==> config.mk <==
export PLATFORM = sky130hd
export DESIGN_NAME = load_driven_frame_rate_governor
export DESIGN_NICKNAME = d
export VERILOG_FILES = /design/src/hdl/lfg_pkg.sv /design/src/hdl/lfg_pct_unit.sv /design/src/hdl/load_driven_frame_rate_governor.sv
export SDC_FILE = /design/constraint.sdc
export NUM_CORES = 2
export LEC_CHECK = 0
export ABC_AREA = 1
export BUFFER_PORTS_ARGS = -buffer_cell sky130_fd_sc_hd__buf_2
export CAP_MARGIN = 30
export CORE_UTILIZATION = 62
export CTS_CLUSTER_DIAMETER = 30
export DETAILED_ROUTE_END_ITERATION = 10
export PLACE_DENSITY = 0.79
export SKIP_CTS_REPAIR_TIMING = 1
export SYNTH_ARGS = -nofsm -noshare
export SYNTH_HDL_FRONTEND = slang
export SYNTH_SLANG_ARGS = --single-unit
==> constraint.sdc <==
create_clock -name i_clk -period 9.57 [get_ports i_clk]
set_input_delay 1.4355 -clock i_clk [delete_from_list [all_inputs] [get_ports i_clk]]
set_output_delay 1.4355 -clock i_clk [all_outputs]
set_load 0.01 [all_outputs]
==> src/hdl/lfg_pkg.sv <==
// Shared constants, types and state encodings for the frame rate governor.
package lfg_pkg;

    localparam int COUNTER_BITS = 32;
    localparam int NUM_CNT      = 7;
    localparam int IDX_W        = $clog2(NUM_CNT);
    localparam int TEN_STEPS    = 10;
    localparam int STEP_W       = $clog2(TEN_STEPS + 1);
    localparam int PCT_W        = 7;
    localparam int TGT_W        = 8;
    localparam int MAXF_W       = 7;
    localparam int OVR_W        = 8;
    localparam int CFG_W        = 8;

    localparam logic [IDX_W-1:0]  IDX_IDLE  = IDX_W'(3);
    localparam logic [IDX_W-1:0]  IDX_LAST  = IDX_W'(NUM_CNT - 1);
    localparam logic [STEP_W-1:0] STEP_LAST = STEP_W'(TEN_STEPS - 1);
    localparam logic [STEP_W-1:0] STEP_TEN  = STEP_W'(TEN_STEPS);

    localparam logic [PCT_W-1:0] UTIL_HIGH = PCT_W'(90);
    localparam logic [PCT_W-1:0] UTIL_HOLD = PCT_W'(85);
    localparam logic [PCT_W-1:0] UTIL_MID  = PCT_W'(65);
    localparam logic [PCT_W-1:0] PCT_FULL  = PCT_W'(100);
    localparam logic [TGT_W-1:0] STEP_FAST = TGT_W'(2);
    localparam logic [TGT_W-1:0] STEP_SLOW = TGT_W'(1);

    localparam logic [MAXF_W-1:0] MAXF_RST  = MAXF_W'(30);
    localparam logic [OVR_W-1:0]  OVR_RST   = OVR_W'(0);
    localparam logic [TGT_W-1:0]  TGT_RST   = TGT_W'(30);
    localparam logic [TGT_W-1:0]  SAVED_RST = TGT_W'(15);
    localparam logic [1:0]        STREAK_MAX = 2'd3;

    localparam logic CFG_MAX_FPS  = 1'b0;
    localparam logic CFG_OVERRIDE = 1'b1;

    typedef enum logic [2:0] {
        GOV_IDLE,
        GOV_ACCUM,
        GOV_START,
        GOV_WAIT,
        GOV_UPDATE
    } t_gov_state;

    typedef enum logic [2:0] {
        PCT_IDLE,
        PCT_LOOP1,
        PCT_DIFF2,
        PCT_LOOP2,
        PCT_DONE
    } t_pct_state;

    typedef struct packed {
        logic                    start;
        logic [COUNTER_BITS-1:0] busy;
        logic [COUNTER_BITS-1:0] total;
    } t_pct_req;

    typedef struct packed {
        logic             done;
        logic [PCT_W-1:0] pct;
    } t_pct_rsp;

endpackage

==> src/hdl/lfg_pct_unit.sv <==
// Iterative percent: floor(100*busy/total) by two times-ten passes, capped at 100.
module lfg_pct_unit (
    input  logic              i_clk,
    input  logic              i_rst_n,
    input  lfg_pkg::t_pct_req i_req,
    output lfg_pkg::t_pct_rsp o_rsp
);

    lfg_pkg::t_pct_state r_state, n_state;

    logic [lfg_pkg::COUNTER_BITS-1:0] r_total;
    logic [lfg_pkg::COUNTER_BITS-1:0] r_x;
    logic [lfg_pkg::COUNTER_BITS-1:0] r_d;
    logic [lfg_pkg::COUNTER_BITS-1:0] r_acc;
    logic [lfg_pkg::STEP_W-1:0]       r_cnt;
    logic [lfg_pkg::STEP_W-1:0]       r_q;
    logic [lfg_pkg::STEP_W-1:0]       r_q1;

    logic                             w_ge;
    logic                             w_early;
    logic                             w_busy;

    assign w_ge    = (r_acc >= r_d);
    assign w_early = (i_req.total == '0) || (i_req.busy >= i_req.total);

    // Next state
    always_comb begin
        n_state = r_state;
        unique case (r_state)
            lfg_pkg::PCT_IDLE: begin
                if (i_req.start) begin
                    n_state = w_early ? lfg_pkg::PCT_DONE : lfg_pkg::PCT_LOOP1;
                end
            end
            lfg_pkg::PCT_LOOP1: begin
                if (r_cnt == lfg_pkg::STEP_LAST) begin
                    n_state = lfg_pkg::PCT_DIFF2;
                end
            end
            lfg_pkg::PCT_DIFF2: n_state = lfg_pkg::PCT_LOOP2;
            lfg_pkg::PCT_LOOP2: begin
                if (r_cnt == lfg_pkg::STEP_LAST) begin
                    n_state = lfg_pkg::PCT_DONE;
                end
            end
            lfg_pkg::PCT_DONE: n_state = lfg_pkg::PCT_IDLE;
            default:           n_state = lfg_pkg::PCT_IDLE;
        endcase
    end

    // Outputs
    always_comb begin
        o_rsp.done = 1'b0;
        w_busy     = 1'b0;
        unique case (r_state)
            lfg_pkg::PCT_IDLE:  w_busy     = 1'b0;
            lfg_pkg::PCT_LOOP1: w_busy     = 1'b1;
            lfg_pkg::PCT_DIFF2: w_busy     = 1'b1;
            lfg_pkg::PCT_LOOP2: w_busy     = 1'b1;
            lfg_pkg::PCT_DONE:  o_rsp.done = 1'b1;
            default:            w_busy     = 1'b0;
        endcase
        o_rsp.pct = lfg_pkg::PCT_W'({r_q1, 3'b000}) + lfg_pkg::PCT_W'({r_q1, 1'b0})
                  + lfg_pkg::PCT_W'(r_q);
    end

    always_ff @(posedge i_clk) begin
        if (!i_rst_n) begin
            r_state <= lfg_pkg::PCT_IDLE;
        end else begin
            r_state <= n_state;
        end
    end

    // Shared add/subtract step: acc >= t - x ? acc - (t - x), q++ : acc + x
    always_ff @(posedge i_clk) begin
        if (r_state == lfg_pkg::PCT_IDLE && i_req.start) begin
            r_total <= i_req.total;
            r_x     <= i_req.busy;
            r_d     <= i_req.total - i_req.busy;
            r_acc   <= '0;
            r_cnt   <= '0;
            r_q     <= '0;
            r_q1    <= (i_req.total != '0 && w_early) ? lfg_pkg::STEP_TEN : '0;
        end else if (r_state == lfg_pkg::PCT_DIFF2) begin
            r_x   <= r_acc;
            r_d   <= r_total - r_acc;
            r_acc <= '0;
            r_cnt <= '0;
            r_q1  <= r_q;
            r_q   <= '0;
        end else if (w_busy) begin
            r_cnt <= r_cnt + 1'b1;
            if (w_ge) begin
                r_acc <= r_acc - r_d;
                r_q   <= r_q + 1'b1;
            end else begin
                r_acc <= r_acc + r_x;
            end
        end
    end

    a_pct_range: assert property (@(posedge i_clk) disable iff (!i_rst_n)
        o_rsp.done |-> o_rsp.pct <= lfg_pkg::PCT_FULL)
        else $error("percentage above 100");

    a_acc_bound: assert property (@(posedge i_clk) disable iff (!i_rst_n)
        (r_state == lfg_pkg::PCT_LOOP1 || r_state == lfg_pkg::PCT_LOOP2)
        |-> r_acc < r_total)
        else $error("accumulator reached total");

    a_quot_digit: assert property (@(posedge i_clk) disable iff (!i_rst_n)
        (r_state == lfg_pkg::PCT_DIFF2) |-> r_q <= lfg_pkg::STEP_LAST)
        else $error("first digit above nine");

endmodule

==> src/hdl/load_driven_frame_rate_governor.sv <==
// Top level: counter deltas, governor update, config registers and result register.
// Sequence: after accept, a delta pass over all counters, a start step, the divider's
//   passes and its done state, then the update; the divider skips its passes when the
//   total is zero or busy reaches the total. o_ready is high only when idle, so a new
//   request waits for the update, which stalls while the output holds an untaken result.
// Reset (synchronous, active low): counters zero, target 30, saved 15, max_fps 30.
module load_driven_frame_rate_governor (
    input  logic                      i_clk,
    input  logic                      i_rst_n,
    input  logic                      i_valid,
    output logic                      o_ready,
    input  logic [31:0]               i_user_ticks,
    input  logic [31:0]               i_nice_ticks,
    input  logic [31:0]               i_system_ticks,
    input  logic [31:0]               i_idle_ticks,
    input  logic [31:0]               i_iowait_ticks,
    input  logic [31:0]               i_hardirq_ticks,
    input  logic [31:0]               i_softirq_ticks,
    output logic                      o_valid,
    input  logic                      i_ready,
    output logic [6:0]                o_utilization,
    output logic [6:0]                o_target_rate,
    input  logic                      i_cfg_we,
    input  logic                      i_cfg_idx,
    input  logic [lfg_pkg::CFG_W-1:0] i_cfg_data
);

    lfg_pkg::t_gov_state r_state, n_state;

    logic [lfg_pkg::COUNTER_BITS-1:0] r_sample [lfg_pkg::NUM_CNT];
    logic [lfg_pkg::COUNTER_BITS-1:0] r_prev   [lfg_pkg::NUM_CNT];
    logic [lfg_pkg::COUNTER_BITS-1:0] r_busy;
    logic [lfg_pkg::COUNTER_BITS-1:0] r_total;
    logic [lfg_pkg::COUNTER_BITS-1:0] w_delta;
    logic [lfg_pkg::IDX_W-1:0]        r_idx;

    logic [lfg_pkg::MAXF_W-1:0] r_max_fps;
    logic [lfg_pkg::OVR_W-1:0]  r_frames_override;
    logic [lfg_pkg::PCT_W-1:0]  r_prev_util;
    logic [1:0]                 r_streak;
    logic [lfg_pkg::TGT_W-1:0]  r_cur_target;
    logic [lfg_pkg::TGT_W-1:0]  r_saved;
    logic [lfg_pkg::PCT_W-1:0]  r_out_util;
    logic [lfg_pkg::TGT_W-1:0]  r_out_target;
    logic                       r_out_valid;

    lfg_pkg::t_pct_req w_req;
    lfg_pkg::t_pct_rsp w_rsp;

    logic                       w_accept;
    logic                       w_accum;
    logic                       w_start;
    logic                       w_slot_free;
    logic                       w_update;
    logic [lfg_pkg::PCT_W-1:0]  w_util;
    logic [lfg_pkg::TGT_W-1:0]  w_target;
    logic [lfg_pkg::TGT_W-1:0]  w_saved;
    logic [1:0]                 w_streak;
    logic [1:0]                 w_streak_inc;
    logic [lfg_pkg::TGT_W-1:0]  w_maxf;
    logic [lfg_pkg::TGT_W-1:0]  w_final;

    assign w_accept    = i_valid && o_ready;
    assign w_slot_free = !r_out_valid || i_ready;
    assign w_update    = (r_state == lfg_pkg::GOV_UPDATE) && w_slot_free;

    // Next state
    always_comb begin
        n_state = r_state;
        unique case (r_state)
            lfg_pkg::GOV_IDLE: begin
                if (i_valid) begin
                    n_state = lfg_pkg::GOV_ACCUM;
                end
            end
            lfg_pkg::GOV_ACCUM: begin
                if (r_idx == lfg_pkg::IDX_LAST) begin
                    n_state = lfg_pkg::GOV_START;
                end
            end
            lfg_pkg::GOV_START: n_state = lfg_pkg::GOV_WAIT;
            lfg_pkg::GOV_WAIT: begin
                if (w_rsp.done) begin
                    n_state = lfg_pkg::GOV_UPDATE;
                end
            end
            lfg_pkg::GOV_UPDATE: begin
                if (w_slot_free) begin
                    n_state = lfg_pkg::GOV_IDLE;
                end
            end
            default: n_state = lfg_pkg::GOV_IDLE;
        endcase
    end

    // Outputs
    always_comb begin
        o_ready = 1'b0;
        w_accum = 1'b0;
        w_start = 1'b0;
        unique case (r_state)
            lfg_pkg::GOV_IDLE:   o_ready = 1'b1;
            lfg_pkg::GOV_ACCUM:  w_accum = 1'b1;
            lfg_pkg::GOV_START:  w_start = 1'b1;
            lfg_pkg::GOV_WAIT:   o_ready = 1'b0;
            lfg_pkg::GOV_UPDATE: o_ready = 1'b0;
            default:             o_ready = 1'b0;
        endcase
    end

    always_ff @(posedge i_clk) begin
        if (!i_rst_n) begin
            r_state <= lfg_pkg::GOV_IDLE;
        end else begin
            r_state <= n_state;
        end
    end

    always_ff @(posedge i_clk) begin
        if (!i_rst_n) begin
            r_max_fps         <= lfg_pkg::MAXF_RST;
            r_frames_override <= lfg_pkg::OVR_RST;
        end else if (i_cfg_we) begin
            unique case (i_cfg_idx)
                lfg_pkg::CFG_MAX_FPS:  r_max_fps <= i_cfg_data[lfg_pkg::MAXF_W-1:0];
                lfg_pkg::CFG_OVERRIDE: r_frames_override <= i_cfg_data[lfg_pkg::OVR_W-1:0];
                default:               r_max_fps <= r_max_fps;
            endcase
        end
    end

    // Samples and previous counters rotate through slot 0, one counter per cycle
    assign w_delta = r_sample[0] - r_prev[0];

    always_ff @(posedge i_clk) begin
        if (w_accept) begin
            r_sample[0] <= i_user_ticks[lfg_pkg::COUNTER_BITS-1:0];
            r_sample[1] <= i_nice_ticks[lfg_pkg::COUNTER_BITS-1:0];
            r_sample[2] <= i_system_ticks[lfg_pkg::COUNTER_BITS-1:0];
            r_sample[3] <= i_idle_ticks[lfg_pkg::COUNTER_BITS-1:0];
            r_sample[4] <= i_iowait_ticks[lfg_pkg::COUNTER_BITS-1:0];
            r_sample[5] <= i_hardirq_ticks[lfg_pkg::COUNTER_BITS-1:0];
            r_sample[6] <= i_softirq_ticks[lfg_pkg::COUNTER_BITS-1:0];
            r_busy      <= '0;
            r_total     <= '0;
        end else if (w_accum) begin
            for (int k = 0; k < lfg_pkg::NUM_CNT - 1; k++) begin
                r_sample[k] <= r_sample[k+1];
            end
            r_sample[lfg_pkg::NUM_CNT-1] <= r_sample[0];
            r_total <= r_total + w_delta;
            if (r_idx != lfg_pkg::IDX_IDLE) begin
                r_busy <= r_busy + w_delta;
            end
        end
    end

    always_ff @(posedge i_clk) begin
        if (!i_rst_n) begin
            r_idx <= '0;
            for (int k = 0; k < lfg_pkg::NUM_CNT; k++) begin
                r_prev[k] <= '0;
            end
        end else if (w_accum) begin
            r_idx <= (r_idx == lfg_pkg::IDX_LAST) ? '0 : r_idx + 1'b1;
            for (int k = 0; k < lfg_pkg::NUM_CNT - 1; k++) begin
                r_prev[k] <= r_prev[k+1];
            end
            r_prev[lfg_pkg::NUM_CNT-1] <= r_sample[0];
        end
    end

    assign w_req.start = w_start;
    assign w_req.busy  = r_busy;
    assign w_req.total = r_total;

    lfg_pct_unit u_pct (
        .i_clk   (i_clk),
        .i_rst_n (i_rst_n),
        .i_req   (w_req),
        .o_rsp   (w_rsp)
    );

    // Governor update
    always_comb begin
        w_util       = (w_rsp.pct == '0) ? r_prev_util : w_rsp.pct;
        w_streak_inc = (r_streak == lfg_pkg::STREAK_MAX) ? r_streak : r_streak + 1'b1;
        w_target     = r_cur_target;
        w_saved      = r_cur_target;
        w_streak     = '0;
        if (w_util >= lfg_pkg::UTIL_HOLD && w_util <= lfg_pkg::UTIL_HIGH) begin
            w_target = r_cur_target;
        end else if (w_util > lfg_pkg::UTIL_HIGH) begin
            w_streak = w_streak_inc;
            w_saved  = r_saved;
            w_target = (w_streak_inc < 2'd2) ? r_saved : (r_cur_target >> 1);
        end else if (w_util >= lfg_pkg::UTIL_MID) begin
            w_target = r_cur_target + lfg_pkg::STEP_SLOW;
        end else begin
            w_target = r_cur_target + lfg_pkg::STEP_FAST;
        end
        w_maxf  = lfg_pkg::TGT_W'(r_max_fps);
        w_final = (w_target > w_maxf || r_frames_override > w_maxf) ? w_maxf : w_target;
    end

    always_ff @(posedge i_clk) begin
        if (!i_rst_n) begin
            r_prev_util  <= '0;
            r_streak     <= '0;
            r_cur_target <= lfg_pkg::TGT_RST;
            r_saved      <= lfg_pkg::SAVED_RST;
        end else if (w_update) begin
            r_prev_util  <= w_util;
            r_streak     <= w_streak;
            r_cur_target <= w_final;
            r_saved      <= w_saved;
        end
    end

    always_ff @(posedge i_clk) begin
        if (!i_rst_n) begin
            r_out_valid <= 1'b0;
        end else if (w_update) begin
            r_out_valid <= 1'b1;
        end else if (i_ready) begin
            r_out_valid <= 1'b0;
        end
    end

    always_ff @(posedge i_clk) begin
        if (w_update) begin
            r_out_util   <= w_util;
            r_out_target <= w_final;
        end
    end

    assign o_valid       = r_out_valid;
    assign o_utilization = r_out_util;
    assign o_target_rate = r_out_target[6:0];

    a_target_clamped: assert property (@(posedge i_clk) disable iff (!i_rst_n)
        o_valid |-> r_out_target <= lfg_pkg::TGT_W'(r_max_fps))
        else $error("target above max_fps");

    a_util_range: assert property (@(posedge i_clk) disable iff (!i_rst_n)
        o_valid |-> o_utilization <= lfg_pkg::PCT_FULL)
        else $error("utilization above 100");

    a_streak_load: assert property (@(posedge i_clk) disable iff (!i_rst_n)
        (r_streak != 2'd0) |-> r_prev_util > lfg_pkg::UTIL_HIGH)
        else $error("overload streak without overload");

    a_accept_starts: assert property (@(posedge i_clk) disable iff (!i_rst_n)
        w_accept |=> (r_state == lfg_pkg::GOV_ACCUM && r_idx == '0))
        else $error("accepted request did not start delta pass");

endmodule

==> results.cfg <==
[logic_synthesis]
synth_area_mm2 = 0.0414
syn_nets = 5497
yosys_most_used_dff = edfxtp_1
seq_area_frac_synth = 0.482
avgSynthCellArea_um2 = 8.28
yosysWarnings = 0
yosys.area.top_type = edfxtp_1
synth_top_area_share = 0.407
ys_async_sr_fraction = 0
synth_cell_types = 58
syn_inst = 5004
synth-seq-cells = 716
synthTopCellsByArea = edfxtp_1, nand2_1, dfxtp_1
synth_edf_count = 562

[sta]
period_needed_ps = 5310
post-route-period-util = 0.554
drv_slew = 0
fmax_mhz = 188
fin_skew_ps = 40.0
setup-violations-final = 0
worst_slew_pin_slew_ps = 994
hold_viol_final = 0
worst_slack_ps = 4260
relSlewSlack = 0.331
tns_ps = 0
grt_setup_unrepaired = false

[floorplanning]
die_h_um = 260
ios = 254
die_w_um = 260
fp.coreArea_mm2 = 0.0660
initial_core_util = 0.628
num_rows = 94
dieArea_mm2 = 0.0678

[finish]
drive_above_1_share = 0.109
syn_to_final_growth_pct = 17.6
nets = 5795
final_common_cell = nand2_1
fillers = 4807
layout_common_cells = nand2_1, inv_1, edfxtp_1

[drt]
drc_errors = 0
drt_iter0_drc = 3247
detail-route-antenna-nets = 0
wl_per_cell_um = 18.2
via_per_inst = 5.61
drt_first_pass_iters = 6
vias = 35424
wirelength_um = 115000

[pwr]
clock_power_share = 0.277
leakagePower_uw = 0.0228
powerDensity_mw_per_mm2 = 378
p_seq_frac = 0.259
p_int_uw = 10500
power_frac_comb = 0.464
net-switching-power_uw = 7920
p_sw_frac = 0.430
ir_worst_vdd_uv = 245

[worst_setup_path]
critPathArrivalTime_ps = 5780
path_common_cell = nor2_1
cp_max_fo = 14
required_ps = 10050
worstSetupStartpointType = flop
slowest_delay_ps = 590
crit_type = flop to flop
critPathSlowestCell = fa_1
endpoint_kind = flop

[placed_design]
dp_slack_ps = 4290
gp_congestion = 1.03
dpl.hpwl_um = 81100
port_buffers = 253

[global_routing]
antenna_found_initial = 23
gr-total-overflow = 0
grt_start_max_net_pins = 178
grt.total_usage = 0.338
grt_pass1_vias = 34550
grt_first_pass_wirelength_um = 178000

[worst_hold_path]
hold_class = flop to flop

[cts]
cts_root_buf = clkbuf_16
insertion_delay_ps = 730
cts_made_buffers = 149
cts_sinks = 716
htree_num_levels = 4
tritoncts = yes
clock_path_buffers = 3
path_clk_slew_ps = 50

[outcome]
status = finished, final reports clean

[flow_run]
max-cap-violations = 0
==> power by group through the flow <==
stage                     logic [uW]  registers [uW]  clock network (uW)
final                           8540            4770                5110
after global routing            9490            4830                5290
after CTS                       8330            4760                5130
after detailed placement        8220            4800                   0
after global placement          8080            4770                   0
after floorplan                 6270            4680                   0
==> kinds of logic (layout without fill, tap and decap cells) <==
logic type | count (synthesis) | after routing | synth area share
XOR/XNOR | 142 | 142 | 0.0300
AND/OR/NAND/NOR | 2044 | 2044 | 0.200
other | 0 | 18 | 0
multiplexers | 2 | 2 | 0.000483
flip-flops | 716 | 716 | 0.482
AO/OA/AOI/OAI | 930 | 930 | 0.125
buffers and inverters | 915 | 1338 | 0.0834
adder cells (fa/ha/maj) | 255 | 255 | 0.0787
==> path summary, 6_finish.rpt <==
kind,start,end,slack [ps],cells past startpoint
worst max-delay path,u_pct.r_q1[0]$_SDFFCE_PP0P_,r_out_target[2]$_DFFE_PP_,4260,29
worst max register to register,u_pct.r_q1[0]$_SDFFCE_PP0P_,r_out_target[2]$_DFFE_PP_,4260,29
worst min register to register,u_pct.r_cnt[3]$_SDFFE_PP0P_,u_pct.r_cnt[3]$_SDFFE_PP0P_,460,1
worst min-delay path,u_pct.r_cnt[3]$_SDFFE_PP0P_,u_pct.r_cnt[3]$_SDFFE_PP0P_,460,1
==> area by class of cell <==
| class | count | area (um^2) | share of cell area |
|---|---|---|---|
| Clock inverter | 90 | 1060 | 0.0218 |
| Antenna cell | 18 | 45.0 | 0.000925 |
| Multi-Input combinational cell | 3373 | 18000 | 0.370 |
| Inverter | 782 | 2940 | 0.0604 |
| Clock buffer | 186 | 4040 | 0.0830 |
| Sequential cell | 716 | 20000 | 0.410 |
| Tap cell | 864 | 1080 | 0.0222 |
| Timing Repair Buffer | 280 | 1550 | 0.0319 |
==> metrics by stage <==
| stage | instances | power, uW | util | instance area [um^2] | hold WS (ps) |
|---|---|---|---|---|---|
| 6_report | 6309 | 18400 | 0.738 | 48700 | 459 |
| 5_1_grt | 6308 | 19600 | 0.738 | 48700 | 484 |
| 3_3_place_gp | 6011 | 12900 | 0.659 | 43500 | 441 |
| 4_1_cts | 6290 | 18200 | 0.737 | 48600 | 460 |
| 3_5_place_dp | 6014 | 13000 | 0.660 | 43500 | 454 |
| 2_1_floorplan | 5004 | 10900 | - | 41400 | 423 |
==> per-layer routing <==
metal,global-route usage,wire [um],share of wire,vias up
met3,0.0650,8830,0.077,298
met1,0.426,46800,0.41,16485
met2,0.557,54400,0.47,1449
met5,0,80,0.00070,-
li1,-,-,-,17180
met4,0.169,4930,0.043,12
==> flip-flops by register name, indices dropped and copies added (netlist names), 32 cells and up <==
signal,cells
u_pct.r_acc,32
r_busy,32
r_total,32
u_pct.r_total,32
r_sample,224
r_prev,224
u_pct.r_x,32
u_pct.r_d,32
==> critical path, delay by kind of cell (launching register included) <==
kind                       cells  cell delay [ps]
AOI/OAI and AO/OA              6              690
buffers and inverters          3              210
adders and majority gates      3             1440
DFF                            1              430
and+or+nand+nor               17             2270
==> synth_stat cells, types with 19 or more instances <==
cell      count
ha_1        246
o211ai_1     44
inv_1       769
nand3_1     136
o21ai_0     333
o21bai_1     24
xnor2_1      46
nor4_1       20
o21a_1       25
clkbuf_1    122
edfxtp_1    562
a31oi_1      19
a21oi_1     390
nand4_1      37
nand2_1    1291
a21o_1       21
nor3_1       44
dfxtp_1     154
nor2_1      457
xor2_1       96
Note: power is estimated with default switching activity, not from simulation.
